`src/hw/rtl/cbs_pkg.sv`:
```
// cbs_pkg: shared types, codes and helpers for the budget and deadline engine
`timescale 1ns / 1ps
package cbs_pkg;

  localparam int TASKS_DEF      = 16;
  localparam int MAX_ROUNDS_DEF = 64;

  localparam int TW  = 32;  // time and budget width
  localparam int PW  = 31;  // nominal budget and period width
  localparam int UW  = 16;  // inverse utilization width
  localparam int CW  = 20;  // min capacity width
  localparam int IDW = 4;   // task id port width

  typedef logic [1:0] mode_t;
  localparam mode_t MODE_LOAD     = 2'd0;
  localparam mode_t MODE_ACTIVATE = 2'd1;
  localparam mode_t MODE_PREEMPT  = 2'd2;
  localparam mode_t MODE_END      = 2'd3;

  typedef logic [2:0] action_t;
  localparam action_t ACT_READY      = 3'd0;
  localparam action_t ACT_RECHARGING = 3'd1;
  localparam action_t ACT_STACKED    = 3'd2;
  localparam action_t ACT_SUSPENDED  = 3'd3;
  localparam action_t ACT_LOADED     = 3'd4;

  typedef struct packed {
    logic [TW-1:0] deadline;
    logic [TW-1:0] budget;
    logic          active;
  } dyn_t;

  typedef struct packed {
    logic [PW-1:0] budget;
    logic [PW-1:0] period;
    logic [UW-1:0] inv_util;
  } par_t;

  typedef struct packed {
    logic we_dyn;
    logic we_par;
  } tbl_wr_t;

  function automatic logic below_min(input logic [TW-1:0] bud, input logic [CW-1:0] minc);
    below_min = $signed(bud) < $signed({{(TW-CW){1'b0}}, minc});
  endfunction

  function automatic logic above_min(input logic [TW-1:0] bud, input logic [CW-1:0] minc);
    above_min = $signed(bud) > $signed({{(TW-CW){1'b0}}, minc});
  endfunction

endpackage

```
`src/hw/rtl/cbs_alu.sv`:
```
// cbs_alu: shared 32-bit add/subtract unit
`timescale 1ns / 1ps
module cbs_alu (
  input  logic [cbs_pkg::TW-1:0] a,
  input  logic [cbs_pkg::TW-1:0] b,
  input  logic                   sub,
  output logic [cbs_pkg::TW-1:0] y
);

  logic [cbs_pkg::TW-1:0] b_eff;

  assign b_eff = sub ? ~b : b;
  assign y     = a + b_eff + {{(cbs_pkg::TW-1){1'b0}}, sub};

endmodule

```
`src/hw/rtl/cbs_tbl.sv`:
```
// cbs_tbl: per-task parameter and server state memories with valid bits
`timescale 1ns / 1ps
module cbs_tbl #(
  parameter int TASKS = cbs_pkg::TASKS_DEF,
  parameter int IW    = $clog2(TASKS)
) (
  input  logic                 clk,
  input  logic                 rst_n,
  input  logic                 rd_en,
  input  logic [IW-1:0]        rd_idx,
  output cbs_pkg::dyn_t        rd_dyn,
  output cbs_pkg::par_t        rd_par,
  input  cbs_pkg::tbl_wr_t     wr,
  input  logic [IW-1:0]        wr_idx,
  input  cbs_pkg::dyn_t        wr_dyn,
  input  cbs_pkg::par_t        wr_par
);

  cbs_pkg::dyn_t dyn_mem [TASKS];
  cbs_pkg::par_t par_mem [TASKS];
  logic [TASKS-1:0] dyn_vld_r;
  logic [TASKS-1:0] par_vld_r;
  cbs_pkg::dyn_t dyn_q_r;
  cbs_pkg::par_t par_q_r;
  logic dyn_vq_r;
  logic par_vq_r;

  always_ff @(posedge clk) begin
    if (!rst_n) begin
      dyn_vld_r <= '0;
      par_vld_r <= '0;
    end else begin
      if (wr.we_dyn) dyn_vld_r[wr_idx] <= 1'b1;
      if (wr.we_par) par_vld_r[wr_idx] <= 1'b1;
    end
  end

  always_ff @(posedge clk) begin
    if (wr.we_dyn) dyn_mem[wr_idx] <= wr_dyn;
    if (wr.we_par) par_mem[wr_idx] <= wr_par;
    if (rd_en) begin
      dyn_q_r  <= dyn_mem[rd_idx];
      par_q_r  <= par_mem[rd_idx];
      dyn_vq_r <= dyn_vld_r[rd_idx];
      par_vq_r <= par_vld_r[rd_idx];
    end
  end

  // entries never written read as zero
  assign rd_dyn = dyn_vq_r ? dyn_q_r : '0;
  assign rd_par = par_vq_r ? par_q_r : '0;

endmodule

```
`src/hw/rtl/cbs_budget_deadline_engine.sv`:
```
// cbs_budget_deadline_engine: constant bandwidth server budget and deadline engine
//
//   channel  | ports                                   | timing
//   ---------+-----------------------------------------+------------------------------
//   request  | start, busy, in_*                       | taken when start & !busy
//   result   | out_valid, out_*                        | one-cycle strobe, no stall
//   config   | cfg_we, cfg_wdata                       | written when cfg_we
//
// load passes through the read, difference and done states; activate, preempt
// and end take more adder steps, and a recharge repeats its check and move
// states for at most MAX_ROUNDS rounds. every time and budget add and subtract
// goes through one shared 32-bit adder. busy stays high until the cycle of the
// strobe. reset clears all tables through per-entry valid bits, so no clearing
// pass is needed.
`timescale 1ns / 1ps
module cbs_budget_deadline_engine #(
  parameter int TASKS      = cbs_pkg::TASKS_DEF,
  parameter int MAX_ROUNDS = cbs_pkg::MAX_ROUNDS_DEF
) (
  input  logic                          clk,
  input  logic                          rst_n,
  input  logic                          start,
  output logic                          busy,
  input  logic [1:0]                    in_mode,
  input  logic [cbs_pkg::IDW-1:0]       in_task_id,
  input  logic [cbs_pkg::TW-1:0]        in_now,
  input  logic [cbs_pkg::PW-1:0]        in_load_budget,
  input  logic [cbs_pkg::PW-1:0]        in_load_period,
  input  logic [cbs_pkg::UW-1:0]        in_load_inv_util,
  input  logic                          in_holds_resource,
  input  logic                          in_has_pending,
  output logic                          out_valid,
  output logic [2:0]                    out_action,
  output logic [cbs_pkg::TW-1:0]        out_new_deadline,
  output logic signed [cbs_pkg::TW-1:0] out_budget_left,
  output logic [cbs_pkg::TW-1:0]        out_timer_delay,
  output logic                          out_overrun,
  input  logic                          cfg_we,
  input  logic [cbs_pkg::CW-1:0]        cfg_wdata
);

  localparam int IW = $clog2(TASKS);
  localparam int RW = $clog2(MAX_ROUNDS + 1);
  localparam int TW = cbs_pkg::TW;
  localparam int PW = cbs_pkg::PW;
  localparam int UW = cbs_pkg::UW;

  localparam logic [3:0] S_IDLE   = 4'd0;
  localparam logic [3:0] S_RD     = 4'd1;
  localparam logic [3:0] S_DIFF   = 4'd2;
  localparam logic [3:0] S_ACC    = 4'd3;
  localparam logic [3:0] S_MUL    = 4'd4;
  localparam logic [3:0] S_SLACK  = 4'd5;
  localparam logic [3:0] S_RESET  = 4'd6;
  localparam logic [3:0] S_RC_CHK = 4'd7;
  localparam logic [3:0] S_RC_MOV = 4'd8;
  localparam logic [3:0] S_DELAY  = 4'd9;
  localparam logic [3:0] S_DONE   = 4'd10;

  logic [3:0] state_r, state_nxt;

  cbs_pkg::mode_t   mode_r;
  logic [IW-1:0]    idx_r;
  logic [TW-1:0]    now_r;
  logic [PW-1:0]    ldb_r;
  logic [PW-1:0]    ldp_r;
  logic [UW-1:0]    ldiu_r;
  logic             holds_r;
  logic             pend_r;

  logic [TW-1:0]    dl_r;
  logic [TW-1:0]    bud_r;
  logic             act_r;
  logic [PW-1:0]    nom_r;
  logic [PW-1:0]    per_r;
  logic [UW-1:0]    iu_r;
  logic [TW-1:0]    dnow_r;
  logic [TW-1:0]    prod_r;
  logic [TW-1:0]    delay_r;
  logic [RW-1:0]    round_r;
  cbs_pkg::action_t action_r;
  logic             ovr_r;

  logic [TW-1:0]           last_r;
  logic [cbs_pkg::CW-1:0]  min_cap_r;

  logic                    out_valid_r;
  cbs_pkg::action_t        out_action_r;
  logic [TW-1:0]           out_dl_r;
  logic [TW-1:0]           out_bud_r;
  logic [TW-1:0]           out_td_r;
  logic                    out_ovr_r;

  logic [IW-1:0]      in_idx;
  logic               accept;
  logic [TW-1:0]      alu_a, alu_b, alu_y;
  logic               alu_sub;
  logic [TW+UW-1:0]   mul_full;
  logic               low;
  logic               last_round;

  cbs_pkg::dyn_t    rd_dyn, wr_dyn;
  cbs_pkg::par_t    rd_par, wr_par;
  cbs_pkg::tbl_wr_t tbl_wr;

  assign accept = start && (state_r == S_IDLE);
  assign busy   = (state_r != S_IDLE);

  always_comb begin
    in_idx = '0;
    for (int i = 0; i < (1 << cbs_pkg::IDW); i++) begin
      if (in_task_id == cbs_pkg::IDW'(i)) in_idx = IW'(i % TASKS);
    end
  end

  cbs_alu u_alu (
    .a   (alu_a),
    .b   (alu_b),
    .sub (alu_sub),
    .y   (alu_y)
  );

  assign wr_dyn        = '{deadline: dl_r, budget: bud_r, active: act_r};
  assign wr_par        = '{budget: ldb_r, period: ldp_r, inv_util: ldiu_r};
  assign tbl_wr.we_dyn = (state_r == S_DONE);
  assign tbl_wr.we_par = (state_r == S_DONE) && (mode_r == cbs_pkg::MODE_LOAD);

  cbs_tbl #(
    .TASKS (TASKS),
    .IW    (IW)
  ) u_tbl (
    .clk    (clk),
    .rst_n  (rst_n),
    .rd_en  (accept),
    .rd_idx (in_idx),
    .rd_dyn (rd_dyn),
    .rd_par (rd_par),
    .wr     (tbl_wr),
    .wr_idx (idx_r),
    .wr_dyn (wr_dyn),
    .wr_par (wr_par)
  );

  assign mul_full   = {{UW{1'b0}}, bud_r} * {{TW{1'b0}}, iu_r};
  assign low        = cbs_pkg::below_min(alu_y, min_cap_r);
  assign last_round = (round_r == RW'(MAX_ROUNDS));

  // sequencer and shared adder operand select
  always_comb begin
    state_nxt = state_r;
    alu_a     = dl_r;
    alu_b     = now_r;
    alu_sub   = 1'b1;
    unique case (state_r)
      S_IDLE: begin
        if (start) state_nxt = S_RD;
      end
      S_RD: begin
        state_nxt = S_DIFF;
      end
      S_DIFF: begin
        if (mode_r == cbs_pkg::MODE_LOAD) begin
          state_nxt = S_DONE;
        end else if (mode_r == cbs_pkg::MODE_ACTIVATE) begin
          if (!act_r || alu_y[TW-1]) state_nxt = S_RESET;
          else if (cbs_pkg::below_min(bud_r, min_cap_r)) state_nxt = S_RC_CHK;
          else state_nxt = S_MUL;
        end else begin
          alu_a     = now_r;
          alu_b     = last_r;
          state_nxt = S_ACC;
        end
      end
      S_ACC: begin
        alu_a = bud_r;
        alu_b = dnow_r;
        if (mode_r == cbs_pkg::MODE_PREEMPT) begin
          if (holds_r) state_nxt = S_DONE;
          else if (low) state_nxt = S_RC_CHK;
          else state_nxt = S_DONE;
        end else begin
          if (!pend_r) state_nxt = S_DONE;
          else if (low) state_nxt = S_RC_CHK;
          else state_nxt = S_DONE;
        end
      end
      S_MUL: begin
        state_nxt = S_SLACK;
      end
      S_SLACK: begin
        alu_a = dnow_r;
        alu_b = prod_r;
        if ($signed(alu_y) <= 0) state_nxt = S_RESET;
        else state_nxt = S_DONE;
      end
      S_RESET: begin
        alu_a     = now_r;
        alu_b     = {1'b0, per_r};
        alu_sub   = 1'b0;
        state_nxt = S_DONE;
      end
      S_RC_CHK: begin
        alu_a   = bud_r;
        alu_b   = {1'b0, nom_r};
        alu_sub = 1'b0;
        if ($signed(bud_r) > 0) state_nxt = S_DELAY;
        else if (cbs_pkg::above_min(alu_y, min_cap_r)) state_nxt = S_DELAY;
        else if (last_round) state_nxt = S_DELAY;
        else state_nxt = S_RC_MOV;
      end
      S_RC_MOV: begin
        alu_a     = dl_r;
        alu_b     = {1'b0, per_r};
        alu_sub   = 1'b0;
        state_nxt = S_RC_CHK;
      end
      S_DELAY: begin
        state_nxt = S_DONE;
      end
      S_DONE: begin
        state_nxt = S_IDLE;
      end
      default: begin
        state_nxt = S_IDLE;
      end
    endcase
  end

  always_ff @(posedge clk) begin
    if (!rst_n) begin
      state_r     <= S_IDLE;
      last_r      <= '0;
      min_cap_r   <= '0;
      out_valid_r <= 1'b0;
    end else begin
      state_r     <= state_nxt;
      out_valid_r <= (state_r == S_DONE);
      if (cfg_we) min_cap_r <= cfg_wdata;
      if (state_r == S_ACC) last_r <= now_r;
    end
  end

  always_ff @(posedge clk) begin
    case (state_r)
      S_IDLE: begin
        if (start) begin
          mode_r   <= in_mode;
          idx_r    <= in_idx;
          now_r    <= in_now;
          ldb_r    <= in_load_budget;
          ldp_r    <= in_load_period;
          ldiu_r   <= in_load_inv_util;
          holds_r  <= in_holds_resource;
          pend_r   <= in_has_pending;
          action_r <= cbs_pkg::ACT_READY;
          ovr_r    <= 1'b0;
        end
      end
      S_RD: begin
        dl_r  <= rd_dyn.deadline;
        bud_r <= rd_dyn.budget;
        act_r <= rd_dyn.active;
        nom_r <= rd_par.budget;
        per_r <= rd_par.period;
        iu_r  <= rd_par.inv_util;
      end
      S_DIFF: begin
        dnow_r <= alu_y;
        if (mode_r == cbs_pkg::MODE_LOAD) begin
          action_r <= cbs_pkg::ACT_LOADED;
        end else if (mode_r == cbs_pkg::MODE_ACTIVATE) begin
          if (state_nxt == S_RESET) act_r <= 1'b1;
          if (state_nxt == S_RC_CHK) begin
            action_r <= cbs_pkg::ACT_RECHARGING;
            round_r  <= RW'(1);
          end
        end
      end
      S_ACC: begin
        bud_r <= alu_y;
        if (state_nxt == S_RC_CHK) begin
          action_r <= cbs_pkg::ACT_RECHARGING;
          round_r  <= RW'(1);
        end else if (mode_r == cbs_pkg::MODE_PREEMPT && holds_r) begin
          action_r <= cbs_pkg::ACT_STACKED;
        end else if (mode_r == cbs_pkg::MODE_END && !pend_r) begin
          action_r <= cbs_pkg::ACT_SUSPENDED;
        end
      end
      S_MUL: begin
        prod_r <= mul_full[TW-1:0];
      end
      S_RESET: begin
        dl_r  <= alu_y;
        bud_r <= {1'b0, nom_r};
      end
      S_RC_CHK: begin
        if ($signed(bud_r) > 0) begin
          bud_r <= {1'b0, nom_r};
        end else begin
          bud_r <= alu_y;
          if (!cbs_pkg::above_min(alu_y, min_cap_r) && last_round) ovr_r <= 1'b1;
        end
      end
      S_RC_MOV: begin
        dl_r    <= alu_y;
        round_r <= round_r + RW'(1);
      end
      S_DELAY: begin
        delay_r <= alu_y;
      end
      S_DONE: begin
        out_action_r <= action_r;
        out_dl_r     <= dl_r;
        out_bud_r    <= bud_r;
        out_td_r     <= (action_r == cbs_pkg::ACT_RECHARGING) ? delay_r : '0;
        out_ovr_r    <= ovr_r;
      end
      default: begin
      end
    endcase
  end

  assign out_valid        = out_valid_r;
  assign out_action       = out_action_r;
  assign out_new_deadline = out_dl_r;
  assign out_budget_left  = $signed(out_bud_r);
  assign out_timer_delay  = out_td_r;
  assign out_overrun      = out_ovr_r;

endmodule

```
`config.mk`:
```
export PLATFORM = sky130hd
export DESIGN_NAME = cbs_budget_deadline_engine
export DESIGN_NICKNAME = d
export VERILOG_FILES = /design/src/hw/rtl/cbs_pkg.sv /design/src/hw/rtl/cbs_alu.sv /design/src/hw/rtl/cbs_tbl.sv /design/src/hw/rtl/cbs_budget_deadline_engine.sv
export SDC_FILE = /design/constraint.sdc
export NUM_CORES = 2
export LEC_CHECK = 0
export BUFFER_PORTS_ARGS = -buffer_cell sky130_fd_sc_hd__buf_2
export CAP_MARGIN = 20
export CORE_UTILIZATION = 55
export CTS_BUF_LIST = sky130_fd_sc_hd__clkbuf_4 sky130_fd_sc_hd__clkbuf_8 sky130_fd_sc_hd__clkbuf_16
export DETAILED_ROUTE_END_ITERATION = 10
export GPL_ROUTABILITY_DRIVEN = 0
export PLACE_DENSITY_LB_ADDON = 0.25
export SYNTH_ARGS = -nofsm -noshare
export SYNTH_HDL_FRONTEND = slang
export SYNTH_SLANG_ARGS = --single-unit
```
`constraint.sdc`:
```
create_clock -name clk -period 14.6 [get_ports clk]
set_clock_uncertainty 0.2 [all_clocks]
set_input_delay 2.92 -clock clk [delete_from_list [all_inputs] [get_ports clk]]
set_output_delay 2.92 -clock clk [all_outputs]
set_load 0.02 [all_outputs]
```
==> results.tsv <==
stage	metric	value	unit
routing	Final ANT Viol Nets	0	
clock_network	CTS Hold Buffers Added	0	
clock_network	PostCTS Resize Cnt	0	
synth	Seq/Total Area, Yosys	70.5	%
grt	vias in the first global route	66400	
grt	Congestion Overflow GR	0	
floorplanning	num ports	244	
cells_and_area	Layout area overhead	11.8	%
clock_network	buffer levels on the longest clock path	4	
clock_network	CTS H-Tree Depth	5	
floorplanning	num rows	175	
synth	Yosys cell types	75	
floorplanning	DIE AREA	0.231	mm²
routing	vias	66600	
synth	area share of the largest cell type after synthesis	69.1	%
critical_path	critical path's top delay family	compound AO/OA/AOI/OAI gates	
sta	FMAX	119	MHz
synth	top cells by count, synth	edfxtp_1, mux4_2, nand2_1	
cells_and_area	sequential cell area	0.0889	mm²
hold_path	Hold Path Class	flop to flop	
clock_network	worst skew pair latency	1.00	ns
synth	ranking of synthesized cells by area	edfxtp_1, mux4_2, fa_1, nand2_1, dfxtp_1	
clock_network	CTS tree	done	
synth	syn nets	7263	
clock_network	Post-CTS Setup Bufs	0	
routing	Routed WL	334	mm
floorplanning	DIE HEIGHT	481	µm
hold_path	hold_sp	u_tbl.par_vld_r[7]	
cells_and_area	fin area	0.141	mm²
sta	Final setup viols	0	
sta	RSZ-0062 raised after global routing	no	
synth	most common flop cell mapped by yosys	edfxtp_1	
cells_and_area	share of cells above drive strength 1	23.1	%
run_status	status	finished, violations left	
sta	Hold Worst Slack	0.267	ns
grt	pin count of the biggest net entering global routing	137	
sta	period utilization	57.3	%
floorplanning	Initial Util	55.4	%
routing	vias per cell	6.48	
critical_path	Critical Path Fanout Max	64	
critical_path	Arr. time, crit path	8.74	ns
clock_network	clock-pin slew on the worst setup and hold paths	0.06	ns
cells_and_area	area of the multi-input gates	0.0347	mm²
clock_network	clock sinks	2990	
cells_and_area	Final #Nets	7618	
job	max-cap violations	0	
critical_path	Crit path largest cell delay	1.06	ns
synth	syn avg cell area	18.9	µm²
placement	post-placement cell area	0.131	mm²
synth	area leader, netlist	edfxtp_1	
synth	synthesized instance count	6680	
clock_network	root cell of the clock tree	clkbuf_16	
critical_path	crit start category	flop	
run_status	failing checks	design-rule violations	
routing	Residual DRC	16	
sta	Max-slew headroom	20.4	%
critical_path	Buf+Inv Stages, Crit Path	2	
routing	WL/cell	32.5	µm
floorplanning	overall die width	481	µm
critical_path	Req. time, crit path	14.97	ns
sta	total negative slack	0	ns
sta	worst-margin pin slew	1.18	ns
sta	post-route minimum period	8.37	ns
grt	All-Layer GR Usage	29.2	%
grt	initial antenna violation count	17	
critical_path	CP Launch Point	state_r[0]	
placement	number of port buffers	243	
placement	HPWL after detailed placement	198	mm
synth	EDFF count, synth	2901	
critical_path	most used cell along the critical path	a21oi_1	
routing	initial drt markers	9496	
synth	Yosys warning total	0	
critical_path	WS Path Type	flop to flop	
grt	first-pass GRT wire length	476	mm
synth	Post-Syn Area	0.126	mm²
critical_path	reg2reg start	state_r[0]	
critical_path	Worst Setup End Kind	flop	
synth	top-count cell post-synth	edfxtp_1	
sta	fin. max-slew vios	0	
synth	Synth Register Bits	2990	
floorplanning	Core ar.	0.228	mm²
routing	router iterations before antenna repair	11	
synth	Async S/R FF share, synth	0	%
critical_path	Crit-path slowest cell	dfxtp_1	
clock_network	Num CTS Buffers	312	
sta	Final Hold Viols	0	
cells_and_area	layout filler cell count	15700	
==> state kept, by name, indices dropped and copies added, names as in the netlist, 65 cells and up <==
register,cells
u_tbl.dyn_q_r,65
u_tbl.par_mem,1248
u_tbl.par_q_r,78
u_tbl.dyn_mem,1040
==> per-stage QoR <==
stage          util, %  cells  setup WS, ns
3_5_place_dp      57.6   9728          6.78
6_report          61.9  10300          6.23
4_1_cts           61.9  10300          6.76
5_1_grt           61.9  10300          5.93
3_3_place_gp      57.6   9726          6.93
2_1_floorplan        -   6680          1.60
==> kinds of logic (layout without fill, tap and decap cells) <==
| family | count (synthesis) | in the layout | synth area share (%) |
|---|---|---|---|
| DFF | 2990 | 2990 | 70.5 |
| and+or+nand+nor | 1109 | 1109 | 4.23 |
| adders and majority gates | 441 | 441 | 6.19 |
| other | 0 | 8 | 0 |
| buffers and inverters | 737 | 1313 | 2.22 |
| AOI/OAI and AO/OA | 556 | 556 | 3.00 |
| xor gates and xnor gates | 88 | 88 | 0.617 |
| muxes | 759 | 759 | 13.2 |
==> metal layers <==
metal	track usage, %	wire (µm)
met1	40.0	125000
met2	45.5	157000
met3	6.52	35100
met4	12.6	16700
met5	0	109
==> worst reg2reg max path: cells and delay by family, from the launching register on <==
| family | cells | cell delay, ns |
|---|---|---|
| xor gates and xnor gates | 1 | 0.28 |
| adders and majority gates | 2 | 0.73 |
| and+or+nand+nor | 6 | 1.11 |
| buffers and inverters | 2 | 0.74 |
| AOI/OAI and AO/OA | 17 | 3.87 |
| DFF | 1 | 1.06 |
==> layout make-up <==
cell class                 instances  area share [%]
tap                             3009            2.67
inverter                         373           0.994
timing repair buffer             405            1.82
clock inverter                   139           0.816
multi-input combinational       2953            24.6
antenna                            8          0.0142
sequential                      2990            63.1
clock buffer                     396            6.04
==> layout by cell type, fill, tap and decap left out, types with 10 or more instances in the layout <==
master	n
edfxtp_1	2901
mux4_2	725
nand2_1	512
inv_1	371
clkbuf_16	316
fa_1	305
and2_1	251
buf_2	238
buf_4	156
a21oi_1	139
ha_1	136
o21ai_0	104
dfxtp_1	89
nor2_1	79
clkbuf_4	79
nand3_1	67
clkinv_1	64
xnor2_1	62
a222oi_1	60
o21a_1	45
a21o_1	38
nor2b_1	36
a21boi_0	35
clkinv_2	30
a22oi_1	28
xor2_1	25
mux2i_1	24
nor3_1	20
nor3_2	19
nand4_1	19
and3_1	17
nand2b_1	16
nor2_4	16
bufinv_16	16
a31oi_1	14
nor4_1	12
inv_6	11
clkinvlp_4	11
o21bai_1	10
==> path summary, 6_finish.rpt <==
path / end / slack [ns] / depth (start not counted)
worst max-delay path: action_r[0] / 6.23 / 28
worst min-delay path: u_tbl.par_vld_r[7] / 0.27 / 1
worst max register to register: action_r[0] / 6.23 / 28
worst min register to register: u_tbl.par_vld_r[7] / 0.27 / 1
Power is left out: the tool's default activity adds up to more than one toggle a clock period on the data nets, which glitch-free logic cannot reach.
